$ cat src/hdl/mbps_pkg.sv
// Shared types and constants for the masked byte pattern search block.
// Holds the transaction payload structs, configuration codes and limits.
// No dependencies; every other file imports this package.
package mbps_pkg;

    localparam int MAX_SIGNATURE_BYTES_DEF = 64;

    localparam int LEN_W      = 7;
    localparam int LIMIT_W    = 24;
    localparam int COUNT_W    = 32;
    localparam int CFG_IDX_W  = 2;
    localparam int CFG_DATA_W = 24;

    localparam logic [LIMIT_W-1:0] MATCH_LIMIT_RESET = 24'd10_000_000;
    localparam logic [LIMIT_W-1:0] MATCH_COUNT_MAX   = '1;
    localparam logic [COUNT_W-1:0] BYTES_SEEN_MAX    = '1;

    localparam logic [7:0] MASK_EXACT    = 8'hFF;
    localparam logic [7:0] MASK_WILDCARD = 8'h00;

    // Input transaction kinds.
    localparam logic FUNC_WRITE_ENTRY = 1'b0;
    localparam logic FUNC_DATA_BYTE   = 1'b1;

    // Configuration register indexes.
    localparam logic [CFG_IDX_W-1:0] CFG_PATTERN_LENGTH = 2'd0;
    localparam logic [CFG_IDX_W-1:0] CFG_FIRST_ONLY     = 2'd1;
    localparam logic [CFG_IDX_W-1:0] CFG_MATCH_LIMIT    = 2'd2;

    typedef struct packed {
        logic       func;
        logic [5:0] entry_index;
        logic [7:0] pattern_byte;
        logic [7:0] mask_byte;
        logic [7:0] data_byte;
        logic       end_of_buffer;
    } in_item_t;

    typedef struct packed {
        logic [COUNT_W-1:0] match_offset;
        logic               found;
        logic               buffer_done;
    } out_item_t;

    typedef struct packed {
        logic [7:0] pattern;
        logic [7:0] mask;
    } sig_entry_t;

    typedef struct packed {
        logic [LEN_W-1:0]   pattern_length;
        logic               first_only;
        logic [LIMIT_W-1:0] match_limit;
    } cfg_t;

    // Count and end flag of one buffer byte, handed to the scan stage.
    typedef struct packed {
        logic               last;
        logic [COUNT_W-1:0] count;
    } scan_req_t;

endpackage

$ cat src/hdl/mbps_cell.sv
// One cell of the compare chain: a window byte and a signature entry.
// Depends on mbps_pkg for the entry type and the length width.
// Both registers hand their contents to the next cell when shifted.
module mbps_cell #(
    parameter int CELL_INDEX = 0
) (
    input  logic                           aclk,
    input  logic                           shift_en,
    input  logic [7:0]                     window_in,
    output logic [7:0]                     window_out,
    input  logic                           rotate_en,
    input  mbps_pkg::sig_entry_t           entry_in,
    output mbps_pkg::sig_entry_t           entry_out,
    input  logic                           write_en,
    input  mbps_pkg::sig_entry_t           write_entry,
    input  logic [mbps_pkg::LEN_W-1:0]     pattern_length,
    output logic                           hit
);
    import mbps_pkg::*;

    logic [7:0] window_reg;
    sig_entry_t entry_reg;

    always_ff @(posedge aclk) begin
        if (shift_en) begin
            window_reg <= window_in;
        end
        if (rotate_en) begin
            entry_reg <= entry_in;
        end else if (write_en) begin
            entry_reg <= write_entry;
        end
    end

    assign window_out = window_reg;
    assign entry_out  = entry_reg;

    // A cell beyond the pattern length never blocks a match.
    assign hit = (CELL_INDEX >= int'(pattern_length)) ||
                 (((window_reg ^ entry_reg.pattern) & entry_reg.mask) == 8'h00);

endmodule

$ cat src/hdl/mbps_scan_ctrl.sv
// Scan stage and output register: match decision, match counting, offsets.
// Depends on mbps_pkg for the payload, configuration and request types.
// Holds one byte transaction and one result transaction at a time.
module mbps_scan_ctrl #(
    parameter int MAX_SIGNATURE_BYTES = mbps_pkg::MAX_SIGNATURE_BYTES_DEF
) (
    input  logic                  aclk,
    input  logic                  aresetn,
    input  mbps_pkg::cfg_t        cfg,
    input  logic                  load,
    input  mbps_pkg::scan_req_t   req,
    input  logic                  window_hit,
    output logic                  accept_ok,
    output logic                  m_valid,
    input  logic                  m_ready,
    output mbps_pkg::out_item_t   m_item
);
    import mbps_pkg::*;

    logic                 s1_valid_reg, s1_valid_next;
    scan_req_t            s1_req_reg;
    logic [LIMIT_W-1:0]   reported_reg, reported_next;
    logic                 out_valid_reg, out_valid_next;
    out_item_t            out_item_reg;

    logic                 len_ok;
    logic                 matched;
    logic [LIMIT_W-1:0]   cap;
    logic                 found;
    logic                 emit;
    logic                 out_free;
    logic                 s1_move;
    logic [COUNT_W-1:0]   offset;

    always_comb begin
        len_ok  = (cfg.pattern_length != '0) &&
                  (int'(cfg.pattern_length) <= MAX_SIGNATURE_BYTES);
        matched = s1_valid_reg && window_hit && len_ok &&
                  (s1_req_reg.count >= COUNT_W'(cfg.pattern_length));
        if (cfg.first_only && (cfg.match_limit > LIMIT_W'(1))) begin
            cap = LIMIT_W'(1);
        end else begin
            cap = cfg.match_limit;
        end
        found    = matched && (reported_reg < cap);
        emit     = s1_valid_reg && (found || s1_req_reg.last);
        out_free = !out_valid_reg || m_ready;
        s1_move  = s1_valid_reg && (!emit || out_free);
        accept_ok = !s1_valid_reg || s1_move;

        if (!found) begin
            offset = '0;
        end else if (s1_req_reg.count == BYTES_SEEN_MAX) begin
            offset = BYTES_SEEN_MAX;
        end else begin
            offset = s1_req_reg.count - COUNT_W'(cfg.pattern_length);
        end

        s1_valid_next = s1_valid_reg;
        if (load) begin
            s1_valid_next = 1'b1;
        end else if (s1_move) begin
            s1_valid_next = 1'b0;
        end

        reported_next = reported_reg;
        if (s1_move) begin
            if (s1_req_reg.last) begin
                reported_next = '0;
            end else if (found && (reported_reg != MATCH_COUNT_MAX)) begin
                reported_next = reported_reg + LIMIT_W'(1);
            end
        end

        if (out_free) begin
            out_valid_next = s1_move && emit;
        end else begin
            out_valid_next = 1'b1;
        end
    end

    always_ff @(posedge aclk) begin
        if (!aresetn) begin
            s1_valid_reg  <= 1'b0;
            reported_reg  <= '0;
            out_valid_reg <= 1'b0;
        end else begin
            s1_valid_reg  <= s1_valid_next;
            reported_reg  <= reported_next;
            out_valid_reg <= out_valid_next;
        end
    end

    always_ff @(posedge aclk) begin
        if (load) begin
            s1_req_reg <= req;
        end
        if (s1_move && emit) begin
            out_item_reg.match_offset <= offset;
            out_item_reg.found        <= found;
            out_item_reg.buffer_done  <= s1_req_reg.last;
        end
    end

    assign m_valid = out_valid_reg;
    assign m_item  = out_item_reg;

endmodule

$ cat src/hdl/masked_byte_pattern_search.sv
// Top level of the masked byte pattern search block.
// Depends on mbps_pkg, mbps_cell and mbps_scan_ctrl.
// Instantiates the compare chain and the scan stage.
//
// This block searches a stream of buffer bytes for a signature of up to
// MAX_SIGNATURE_BYTES entries, each a pattern byte and a mask byte, where a
// window matches when every masked data byte equals its masked pattern byte.
// Signature entries and buffer bytes arrive on the same input channel and
// the block takes one transaction per clock cycle, back to back; the result
// for a byte that completes a match or ends the buffer passes through the
// scan stage register and then the output register. The input is held off
// only while a result waits in the scan stage behind an undrained output
// register, and for a short rotation after pattern_length is written: the
// signature is kept in a ring of cells aligned to the pattern length, so a
// write of pattern_length rotates that ring one cell per cycle, and s_ready
// stays low until the ring is aligned to the new length. There is no
// clearing pass after reset. Each cell holds one window byte and one
// signature entry and compares them in parallel with all the others; the
// window advances by one cell per buffer byte. Matches may overlap; in
// first-only mode only the first match of a buffer is reported, and in all
// modes no more than match_limit matches are reported per buffer. Every
// buffer's last byte produces a result transaction with buffer_done set.
// Configuration registers should be written only while no transaction is
// in flight.
module masked_byte_pattern_search #(
    parameter int MAX_SIGNATURE_BYTES = mbps_pkg::MAX_SIGNATURE_BYTES_DEF
) (
    input  logic                                aclk,
    input  logic                                aresetn,
    input  logic                                s_valid,
    output logic                                s_ready,
    input  mbps_pkg::in_item_t                  s_item,
    output logic                                m_valid,
    input  logic                                m_ready,
    output mbps_pkg::out_item_t                 m_item,
    input  logic                                cfg_valid,
    output logic                                cfg_ready,
    input  logic [mbps_pkg::CFG_IDX_W-1:0]      cfg_index,
    input  logic [mbps_pkg::CFG_DATA_W-1:0]     cfg_data
);
    import mbps_pkg::*;

    localparam int N     = MAX_SIGNATURE_BYTES;
    localparam int IDX_W = (N > 1) ? $clog2(N) : 1;

    // Configuration registers.
    logic [LEN_W-1:0]   pattern_length_reg;
    logic               first_only_reg;
    logic [LIMIT_W-1:0] match_limit_reg;
    cfg_t               cfg;

    // The signature ring is aligned so that cell k holds entry
    // (phase - 1 - k) modulo N; phase follows pattern_length.
    logic [IDX_W-1:0]   phase_reg, phase_next;
    logic [IDX_W-1:0]   phase_target;
    logic               rotating;

    logic [COUNT_W-1:0] bytes_seen_reg, bytes_seen_next;
    logic [COUNT_W-1:0] count_now;

    logic               accept;
    logic               byte_accept;
    logic               entry_accept;
    logic               accept_ok;
    logic [IDX_W:0]     wr_sum;
    logic [IDX_W-1:0]   wr_cell;
    scan_req_t          req;
    sig_entry_t         write_entry;

    logic [7:0]         window_bus [N];
    sig_entry_t         entry_bus  [N];
    logic [N-1:0]       hits;

    assign cfg_ready = 1'b1;
    assign cfg.pattern_length = pattern_length_reg;
    assign cfg.first_only     = first_only_reg;
    assign cfg.match_limit    = match_limit_reg;

    always_ff @(posedge aclk) begin
        if (!aresetn) begin
            pattern_length_reg <= '0;
            first_only_reg     <= 1'b0;
            match_limit_reg    <= MATCH_LIMIT_RESET;
        end else if (cfg_valid) begin
            unique case (cfg_index)
                CFG_PATTERN_LENGTH: pattern_length_reg <= cfg_data[LEN_W-1:0];
                CFG_FIRST_ONLY:     first_only_reg     <= cfg_data[0];
                CFG_MATCH_LIMIT:    match_limit_reg    <= cfg_data[LIMIT_W-1:0];
                default: begin
                end
            endcase
        end
    end

    // A pattern longer than the ring never matches, so the phase may stay.
    always_comb begin
        if (int'(pattern_length_reg) < N) begin
            phase_target = IDX_W'(pattern_length_reg);
        end else if (int'(pattern_length_reg) == N) begin
            phase_target = '0;
        end else begin
            phase_target = phase_reg;
        end
        rotating = (phase_reg != phase_target);
        if (!rotating) begin
            phase_next = phase_reg;
        end else if (int'(phase_reg) == N - 1) begin
            phase_next = '0;
        end else begin
            phase_next = phase_reg + IDX_W'(1);
        end
    end

    always_ff @(posedge aclk) begin
        if (!aresetn) begin
            phase_reg <= '0;
        end else begin
            phase_reg <= phase_next;
        end
    end

    assign s_ready      = accept_ok && !rotating;
    assign accept       = s_valid && s_ready;
    assign byte_accept  = accept && (s_item.func == FUNC_DATA_BYTE);
    assign entry_accept = accept && (s_item.func == FUNC_WRITE_ENTRY) &&
                          (32'(s_item.entry_index) < 32'(N));

    // Cell that holds entry_index under the current ring alignment.
    always_comb begin
        wr_sum = {1'b0, phase_reg} + (IDX_W+1)'(N - 1) -
                 (IDX_W+1)'(s_item.entry_index);
        if (wr_sum >= (IDX_W+1)'(N)) begin
            wr_cell = IDX_W'(wr_sum - (IDX_W+1)'(N));
        end else begin
            wr_cell = IDX_W'(wr_sum);
        end
    end

    assign write_entry.pattern = s_item.pattern_byte;
    assign write_entry.mask    = s_item.mask_byte;

    // Byte count of the current buffer, saturating, including this byte.
    always_comb begin
        if (bytes_seen_reg == BYTES_SEEN_MAX) begin
            count_now = BYTES_SEEN_MAX;
        end else begin
            count_now = bytes_seen_reg + COUNT_W'(1);
        end
        bytes_seen_next = bytes_seen_reg;
        if (byte_accept) begin
            bytes_seen_next = s_item.end_of_buffer ? '0 : count_now;
        end
        req.last  = s_item.end_of_buffer;
        req.count = count_now;
    end

    always_ff @(posedge aclk) begin
        if (!aresetn) begin
            bytes_seen_reg <= '0;
        end else begin
            bytes_seen_reg <= bytes_seen_next;
        end
    end

    for (genvar k = 0; k < N; k++) begin : g_cell
        logic [7:0] window_in;
        if (k == 0) begin : g_head
            assign window_in = s_item.data_byte;
        end else begin : g_body
            assign window_in = window_bus[k-1];
        end

        mbps_cell #(
            .CELL_INDEX (k)
        ) u_cell (
            .aclk           (aclk),
            .shift_en       (byte_accept),
            .window_in      (window_in),
            .window_out     (window_bus[k]),
            .rotate_en      (rotating),
            .entry_in       (entry_bus[(k + N - 1) % N]),
            .entry_out      (entry_bus[k]),
            .write_en       (entry_accept && (wr_cell == IDX_W'(k))),
            .write_entry    (write_entry),
            .pattern_length (pattern_length_reg),
            .hit            (hits[k])
        );
    end

    mbps_scan_ctrl #(
        .MAX_SIGNATURE_BYTES (MAX_SIGNATURE_BYTES)
    ) u_scan_ctrl (
        .aclk       (aclk),
        .aresetn    (aresetn),
        .cfg        (cfg),
        .load       (byte_accept),
        .req        (req),
        .window_hit (&hits),
        .accept_ok  (accept_ok),
        .m_valid    (m_valid),
        .m_ready    (m_ready),
        .m_item     (m_item)
    );

endmodule

$ cat config.mk
export PLATFORM = sky130hd
export DESIGN_NAME = masked_byte_pattern_search
export DESIGN_NICKNAME = d
export VERILOG_FILES = /design/src/hdl/mbps_pkg.sv /design/src/hdl/mbps_cell.sv /design/src/hdl/mbps_scan_ctrl.sv /design/src/hdl/masked_byte_pattern_search.sv
export SDC_FILE = /design/constraint.sdc
export NUM_CORES = 2
export LEC_CHECK = 0
export BUFFER_PORTS_ARGS = -buffer_cell sky130_fd_sc_hd__buf_2
export CORE_UTILIZATION = 55
export CTS_BUF_LIST = sky130_fd_sc_hd__clkbuf_8 sky130_fd_sc_hd__clkbuf_16
export DETAILED_ROUTE_END_ITERATION = 16
export GPL_ROUTABILITY_DRIVEN = 0
export PLACE_DENSITY = 0.76
export SYNTH_ARGS = -nofsm -noshare
export SYNTH_HDL_FRONTEND = slang
export SYNTH_SLANG_ARGS = --single-unit
$ cat constraint.sdc
create_clock -name aclk -period 18.8 [get_ports aclk]
set_input_delay 1.88 -clock aclk [delete_from_list [all_inputs] [get_ports aclk]]
set_output_delay 1.88 -clock aclk [all_outputs]
set_load 0.05 [all_outputs]
==> flow_summary.ini <==
[sta]
drv_slew = 0
layout_setup_ws_ps = 11680
final-setup-viol-count = 0
hold_viol_final = 0
skew_ps = 36.0
tns_ps = 0
rsz0062_at_grt = no
fin_crit_ps = 7120
fin_crit_sh_pct = 37.9
worst_slew_pin_slew_ps = 1270
max_freq_mhz = 140
whs_ps = 459
slew_headroom_pct = 15.6

[routing]
ant_nets = 0
drt-initial-drc-count = 6067
detail_route.wl_per_cell_um = 27.0
vias = 43961
wl_um = 186000
drt-pass1-iter-count = 6
drcViolationCount = 0
via_per_inst = 6.38

[power]
switchingPower_uw = 5340
peakVddDrop_uv = 133
total_leakage_power_uw = 0.0328
p_seq_share_pct = 49.0
power_frac_comb_pct = 29.7
p_sw_share_pct = 35.0
pwr-share-clk_pct = 21.3
power.density_mw_per_mm2 = 191
p_int_uw = 9900

[finish]
fin_nets = 5120
layout_commonest_cell = edfxtp_1
drive_above_1_share_pct = 9.69
seq_area_sq_mm = 0.0501
multi_input_area_sq_mm = 0.0209
layout_common_cells = edfxtp_1, a21o_1, xor2_1, a22oi_1, nand2_1
post-route-util_pct = 61.6
area_growth_syn_to_layout_pct = 10.7
finalNonFillerCells = 6895
n_fill_cell = 9402
largest_reg_flops = 1024

[yosys]
syn_inst = 4940
avgSynthCellArea_sq_um = 14.6
synth_seq_area_share_pct = 69.4
yosysWarningCount = 0
synthFlopType = edfxtp_1
synth-seq-cells = 1699
synth_cell_types = 76
async_reset_ff_share_pct = 0
syn_nets = 5043
syn_area_sq_mm = 0.0722
synth-edff-count = 1603

[global_routing]
grtUsageTotal_pct = 27.9
grt_max_degree = 162
antenna_found_initial = 4
grt_pass1_wl_um = 275000
grt_pass1_vias = 43193
grt_remaining_overflow = 0

[worst_setup_path]
r2r_end = g_cell[9].u_cell.window_out[7]$_DFFE_PP_
slowest_stage = o21ai_1
cp_max_fo = 30
start_kind = register
path_delay_family = simple AND/OR/NAND/NOR gates
crit_buf_inv = 2
worst_path_most_repeated_cell = nand4_1
crit_chain = nor4_1, nand4_1, o21ai_1, nand2_1, ha_1, nand4_1, or2_2, or3_1, a31oi_1, nor3_1, o2111ai_2, buf_4, nor2_1, a211oi_1, buf_2
slowest_delay_ps = 770
reg2reg_depth = 15
required_ps = 16920
rrSetupSlack_ps = 11960
arrival_ps = 5240
path_class = register to primary output
r2r_start = match_limit_reg[12]$_SDFFE_PN1P_
cp-end-kind = primary output

[hold_path]
holdPathEnd = g_cell[23].u_cell.window_out[5]$_DFFE_PP_
worst_hold_path_type = register to register
min_path_cells = 0
hp-start = g_cell[22].u_cell.window_out[5]$_DFFE_PP_

[clock_tree]
postCtsHoldBufs = 0
postCtsSetupBuffers = 0
tritoncts = built
clock-root-buffer = clkbuf_16
cts_resized = 0
clk_latency_ps = 810
path_clk_slew_ps = 60
cts.sinks = 1699
cts_max_level = 4
cts_buffers = 170
clock_path_buffers = 3

[run_status]
status = finished clean

[floorplan]
core_sq_mm = 0.130
die_y_um = 364
rows = 132
initial_core_util_pct = 55.6
io_pins = 100
die_area_sq_mm = 0.133
die_x_um = 364

[place]
dp_cells = 6587
place_ws_ps = 12000
hpwlAfterDp_um = 118000
portBuffers = 98

[run]
maxCapViolations = 0
## power by group through the flow
| stage | Sequential, uW | Combinational, uW | Clock (uW) |
|---|---|---|---|
| after global placement | 7460 | 4330 | 0 |
| after global routing | 7580 | 4850 | 3410 |
| after detailed placement | 7460 | 4430 | 0 |
| after floorplan | 7160 | 2990 | 0 |
| final | 7460 | 4530 | 3250 |
| after CTS | 7430 | 4500 | 3270 |
## how the worst max path moves through the flow
stage | to | startpoint | depth (start not counted) | slack (ps)
after floorplan | g_cell[0].u_cell.window_out[0]$_DFFE_PP_ | match_limit_reg[12]$_SDFFE_PN1P_ | 16 | 12390
after global placement | g_cell[10].u_cell.window_out[4]$_DFFE_PP_ | match_limit_reg[12]$_SDFFE_PN1P_ | 15 | 12210
after detailed placement | g_cell[10].u_cell.window_out[6]$_DFFE_PP_ | match_limit_reg[12]$_SDFFE_PN1P_ | 15 | 12000
after CTS | s_ready | match_limit_reg[12]$_SDFFE_PN1P_ | 15 | 11680
after global routing | s_ready | match_limit_reg[12]$_SDFFE_PN1P_ | 15 | 11430
final | s_ready | match_limit_reg[12]$_SDFFE_PN1P_ | 15 | 11680
## synthesized netlist by cell type, types with 7 or more instances
library cell	count	share of area (%)
clkbuf_1	233	1.2
xnor2_1	39	0.47
inv_1	33	0.17
and3_1	28	0.24
a22oi_1	256	2.7
nand2_1	219	1.1
o21ai_0	107	0.74
dfxtp_1	96	2.7
nand2b_1	17	0.15
mux2i_1	23	0.32
ha_1	38	0.66
o22ai_1	7	0.061
xor2_1	538	6.5
nor2b_1	11	0.095
o211ai_1	8	0.083
a211oi_1	11	0.11
a21o_1	1047	11
nor2_1	77	0.40
nor3_1	48	0.33
a31oi_1	11	0.095
nand3_1	62	0.43
or4_1	8	0.083
buf_1	53	0.28
or3_1	18	0.16
and2_1	25	0.22
a21oi_1	80	0.55
nand4_1	87	0.75
buf_2	15	0.10
nor4_1	14	0.12
a41oi_1	10	0.12
edfxtp_1	1603	67
o21a_1	8	0.083
## routing by layer
layer  track usage [%]  wire (um)  up-vias
met4              11.3       7460        2
li1                  -          -    18993
met3              6.87      19000      385
met2              43.3      86500     2438
met5                 0         13        -
met1              37.9      73100    22143
## cell families (layout without fill, tap and decap cells)
kind of cell    count (synthesis)  count (layout)  share of synthesized area, %
mux                            26              26                         0.366
simple gates                  644             644                          4.48
fa+ha+maj                      40              40                         0.714
xor+xnor                      577             577                          7.00
compound gates               1609            1609                          16.2
other cells                     1               2                       0.00520
flops                        1699            1699                          69.4
buf+inv                       344             556                          1.85
## metrics by stage
| step | area [sq um] | power (uW) |
|---|---|---|
| 2_1_floorplan | 72200 | 10100 |
| 3_3_place_gp | 74600 | 11800 |
| 3_5_place_dp | 74600 | 11900 |
| 4_1_cts | 79900 | 15200 |
| 5_1_grt | 79900 | 15800 |
| 6_report | 79900 | 15200 |
## layout make-up
type / count / share of cell area [%]
Sequential cell: 1699 / 62.6
Multi-Input combinational cell: 2897 / 26.1
Clock buffer: 173 / 5.42
Tap cell: 1742 / 2.73
Timing Repair Buffer: 210 / 1.68
Clock inverter: 134 / 1.21
Inverter: 39 / 0.183
Antenna cell: 1 / 0.00313
Power figures use the tool's default switching activity.
